==> src/rtl/env_sensor_compensation_defines.svh <==
// Assertion macros shared by the compensation block.
`ifndef ENV_SENSOR_COMPENSATION_DEFINES_SVH
`define ENV_SENSOR_COMPENSATION_DEFINES_SVH

`ifndef NO_ASSERTIONS
`define ESC_ASSERT_IMP(lbl, clk, rst, ante, cons) \
   lbl: assert property (@(posedge clk) disable iff (rst) (ante) |-> (cons)) \
      else $error("esc assertion failed");
`define ESC_ASSERT_NXT(lbl, clk, rst, ante, cons) \
   lbl: assert property (@(posedge clk) disable iff (rst) (ante) |=> (cons)) \
      else $error("esc assertion failed");
`else
`define ESC_ASSERT_IMP(lbl, clk, rst, ante, cons)
`define ESC_ASSERT_NXT(lbl, clk, rst, ante, cons)
`endif

`endif

==> src/rtl/esc_pkg.sv <==
`default_nettype none
package esc_pkg;

   typedef enum logic [2:0] {
      REG_TEMP    = 3'd0,
      REG_PRESS_A = 3'd1,
      REG_PRESS_B = 3'd2,
      REG_PRESS_C = 3'd3,
      REG_HUM_A   = 3'd4,
      REG_HUM_B   = 3'd5
   } reg_idx_type;

   typedef struct packed {
      logic [47:0] temp;
      logic [47:0] press_a;
      logic [47:0] press_b;
      logic [47:0] press_c;
      logic [39:0] hum_a;
      logic [31:0] hum_b;
   } calib_type;

   // one request after the front stages: divide still pending
   typedef struct packed {
      logic [31:0] fine_t;
      logic [31:0] temp_c;
      logic [16:0] hum;
      logic [63:0] num;
      logic [31:0] dvs;
   } item_type;

endpackage
`default_nettype wire

==> src/rtl/esc_fifo.sv <==
`default_nettype none
`include "env_sensor_compensation_defines.svh"
module esc_fifo #(
   parameter int unsigned DEPTH = 4
) (
   input  logic              clock,
   input  logic              reset,
   input  logic              push,
   input  esc_pkg::item_type push_item,
   output logic              full,
   input  logic              pop,
   output esc_pkg::item_type pop_item,
   output logic              not_empty
);
   import esc_pkg::*;

   localparam int unsigned PTR_W = (DEPTH > 1) ? $clog2(DEPTH) : 1;
   localparam int unsigned CNT_W = $clog2(DEPTH + 1);

   item_type           mem_ff [DEPTH];
   logic [PTR_W-1:0]   wr_ptr_ff, rd_ptr_ff;
   logic [CNT_W-1:0]   cnt_ff;

   assign full      = cnt_ff == CNT_W'(DEPTH);
   assign not_empty = cnt_ff != '0;
   assign pop_item  = mem_ff[rd_ptr_ff];

   always_ff @(posedge clock) begin
      if (reset) begin
         wr_ptr_ff <= '0;
         rd_ptr_ff <= '0;
         cnt_ff    <= '0;
      end else begin
         if (push) begin
            wr_ptr_ff <= (wr_ptr_ff == PTR_W'(DEPTH - 1)) ? '0 : wr_ptr_ff + 1'b1;
         end
         if (pop) begin
            rd_ptr_ff <= (rd_ptr_ff == PTR_W'(DEPTH - 1)) ? '0 : rd_ptr_ff + 1'b1;
         end
         if (push && !pop) begin
            cnt_ff <= cnt_ff + 1'b1;
         end else if (pop && !push) begin
            cnt_ff <= cnt_ff - 1'b1;
         end
      end
   end

   always_ff @(posedge clock) begin
      if (push) begin
         mem_ff[wr_ptr_ff] <= push_item;
      end
   end

   `ESC_ASSERT_NXT(a_cnt_up, clock, reset, push && !pop, cnt_ff == $past(cnt_ff) + 1'b1)
   `ESC_ASSERT_NXT(a_cnt_down, clock, reset, pop && !push, cnt_ff == $past(cnt_ff) - 1'b1)
   `ESC_ASSERT_IMP(a_cnt_max, clock, reset, 1'b1, cnt_ff <= CNT_W'(DEPTH))

endmodule
`default_nettype wire

==> config.mk <==
export PLATFORM = sky130hd
export DESIGN_NAME = esc_fifo
export DESIGN_NICKNAME = d
export VERILOG_FILES = /design/src/rtl/esc_pkg.sv /design/src/rtl/esc_fifo.sv
export VERILOG_INCLUDE_DIRS = /design/src /design/src/rtl
export SDC_FILE = /design/constraint.sdc
export NUM_CORES = 1
export LEC_CHECK = 0
export ABC_CLOCK_PERIOD_IN_PS = 6800
export BUFFER_PORTS_ARGS = -buffer_cell sky130_fd_sc_hd__buf_2
export CORE_MARGIN = 1.5
export CORE_UTILIZATION = 39
export CTS_CLUSTER_DIAMETER = 40
export CTS_CLUSTER_SIZE = 8
export DETAILED_ROUTE_END_ITERATION = 6
export GPL_TIMING_DRIVEN = 0
export PLACE_DENSITY = 0.55
export SETUP_SLACK_MARGIN = 0.2
export SLEW_MARGIN = 20
export SYNTH_ARGS = -nofsm -noshare
export SYNTH_HDL_FRONTEND = slang
export SYNTH_SLANG_ARGS = --single-unit
==> constraint.sdc <==
create_clock -name clock -period 6.8 [get_ports clock]
set_input_delay 0.68 -clock clock [delete_from_list [all_inputs] [get_ports clock]]
set_output_delay 0.68 -clock clock [all_outputs]
set_load 0.01 [all_outputs]
==> impl_metrics.ini <==
[critical_path]
crit_chain = buf_2 > clkbuf_1 > buf_2 > mux4_2 > buf_2
cpMostUsedCell = buf_2
arrival_ns = 2.97
cp_data_required_time_ns = 6.12
cp-end-kind = output port
cp-start-kind = register
critPathBufInv = 4
crit_type = reg2out
cp_top_family = buffers and inverters
cpPeakStageDelay_ns = 0.77
critPathMaxFanout = 10
crit_slowest_cell = clkbuf_1

[job]
maxCapViolCount = 0

[clocking]
numCtsBuffers = 111
root_buffer = clkbuf_16
ctsResizeCount = 0
cts_setup_buffers = 0
hold_buffers = 0
clock_latency_ns = 0.64
cts_tree = done
cts.sinks = 717
path_clk_slew_ns = 0.05
htreeDepth = 3
clk_path_buf_depth = 3

[cells_and_area]
nets = 1646
syn_to_final_growth_pct = 25.5
drive_gt1_share_pct = 48.2
fin_area_um2 = 32600

[placement]
placed_area_um2 = 29300
portBuffers = 359
hpwl_um = 34600
gp_congestion = 0.716

[global_routing]
grt_pass1_wl_um = 79300
antenna_found_initial = 12
grt_start_max_net_pins = 44
grt-ovfl-total = 0
grt_pass1_vias = 12700
grt.total_usage_pct = 15.9

[die]
coreArea_um2 = 65900
die_h_um = 261
start_util_pct = 39.4
die_w_um = 261
die_area_um2 = 68200
num_io_pins = 360
num_rows = 94

[run_status]
status = finished clean

[detailed_routing]
wire_per_inst_um = 22.8
first_pass_iters = 4
avgViaCountPerCell = 4.96
postRouteAntennaNets = 0
num_vias = 11800
drt-total-wl_um = 54200
drt_iter0_markers = 693
drc = 0

[synthesis]
yosysMostFrequentCell = edfxtp_1
synth.area.top_cells = edfxtp_1, mux4_2, dfxtp_1
synth-edff-count = 708
syn_area_um2 = 26000
synth-async-reset-ratio_pct = 0
synth.avg_cell_area_um2 = 26.8
yosys_warnings = 0
synth_flop_cell = edfxtp_1
synth_nets = 1157
synth_cells = 969
synth.distinct_cells = 17
synthTopCellsByCount = edfxtp_1, mux4_2, buf_2, buf_6, dfxtp_1
synth_top_area_cell = edfxtp_1
ys_seq_area_share_pct = 82.5
ys_ff_latch = 717
synth_top_area_share_pct = 81.8

[timing]
worst_pin_slew_ns = 0.998
fin_skew_ns = 0.0197
relSlewSlack_pct = 33.5
post-route-period-util_pct = 53.7
fmax_mhz = 274
holdWs_ns = 0.248
slew_violations = 0
finalSetupViolations = 0
hold_viol = 0
rsz0062_at_grt = false
fin_crit_ns = 3.65

[min_path]
hp-class = in2reg

[pwr]
p_leak_nw = 11.1
ir_drop_mv = 0.214
p_per_area_nw_per_um2 = 339
==> layer usage <==
metal  up-vias  global-route usage (%)  wire [µm]
li1       5203                       -          -
met2       337                    26.1      27300
met3       101                    5.75       4320
met5         -                       0        132
met1      6099                    19.6      21200
met4        22                    5.48       1210
==> metrics by stage <==
step | TNS, ns | total power (W) | worst slack (ns) | utilization (%) | std cells
floorplan | 0 | 0.00569 | 1.54 | - | 969
global placement | -1721.15 | 0.00611 | -2.49 | 43.8 | 2192
detailed placement | 0 | 0.00609 | 3.66 | 44.5 | 2209
CTS | 0 | 0.0112 | 2.94 | 49.5 | 2371
global route | 0 | 0.0115 | 2.91 | 49.5 | 2372
finish | 0 | 0.0110 | 3.15 | 49.5 | 2372
==> worst reg2reg max path: cells and delay by family (launching register included) <==
family | cells | cell delay (ns)
buffers and inverters | 3 | 0.87
and+or+nand+nor | 1 | 0.49
DFF | 1 | 0.39
adders and majority gates | 1 | 0.20
==> kinds of logic after synthesis <==
group / synth area share, %
fa+ha+maj: 0.366
xor+xnor: 0.0674
simple gates: 0.303
flops: 82.5
compound gates: 0.0578
buf+inv: 1.19
mux: 15.5
==> placed cells by master, fill, tap and decap left out, types with 6 or more instances in the layout <==
| master | instances |
|---|---|
| edfxtp_1 | 708 |
| buf_2 | 378 |
| mux4_2 | 177 |
| clkbuf_16 | 112 |
| clkbuf_1 | 24 |
| buf_6 | 16 |
| buf_16 | 12 |
| dfxtp_1 | 9 |
| bufinv_16 | 8 |
| clkinv_1 | 8 |
| nor2_1 | 7 |
| ha_1 | 6 |
| clkinv_2 | 6 |
==> power by group <==
group / internal [W] / total (W) / switching (W) / leakage (nW)
sequential: 0.00508 / 0.00512 / 0.0000387 / 6.58
combinational: 0.000388 / 0.000863 / 0.000476 / 2.91
clock: 0.00327 / 0.00507 / 0.00180 / 1.61
total: 0.00873 / 0.0110 / 0.00232 / 11.1
==> registers in the layout, summed over array words and instances, names as in the netlist, named ones only <==
| name | count |
|---|---|
| mem_ff | 708 |
| wr_ptr_ff | 2 |
| cnt_ff | 3 |
| rd_ptr_ff | 2 |
==> layout make-up <==
class | instances | area [µm²]
plain buffers | 40 | 294
clock buffers | 133 | 2900
flip-flops and latches | 717 | 21400
inverters | 4 | 15.0
multi-input cells | 208 | 4240
well taps | 864 | 1080
fillers | 5353 | 33200
diodes | 1 | 2.50
repair buffers | 376 | 2230
clock inverters | 29 | 414
==> final timing paths <==
| check | start | endpoint | slack (ns) | depth (start not counted) |
|---|---|---|---|---|
| max | register | pop_item[57] | 3.15 | 5 |
| min | push_item[13] | mem_ff[2][13] | 0.25 | 1 |
| max reg2reg | wr_ptr_ff[0] | mem_ff[3][115] | 4.45 | 5 |
| min reg2reg | cnt_ff[2] | cnt_ff[2] | 0.51 | 2 |
Power figures use the tool's default switching activity.
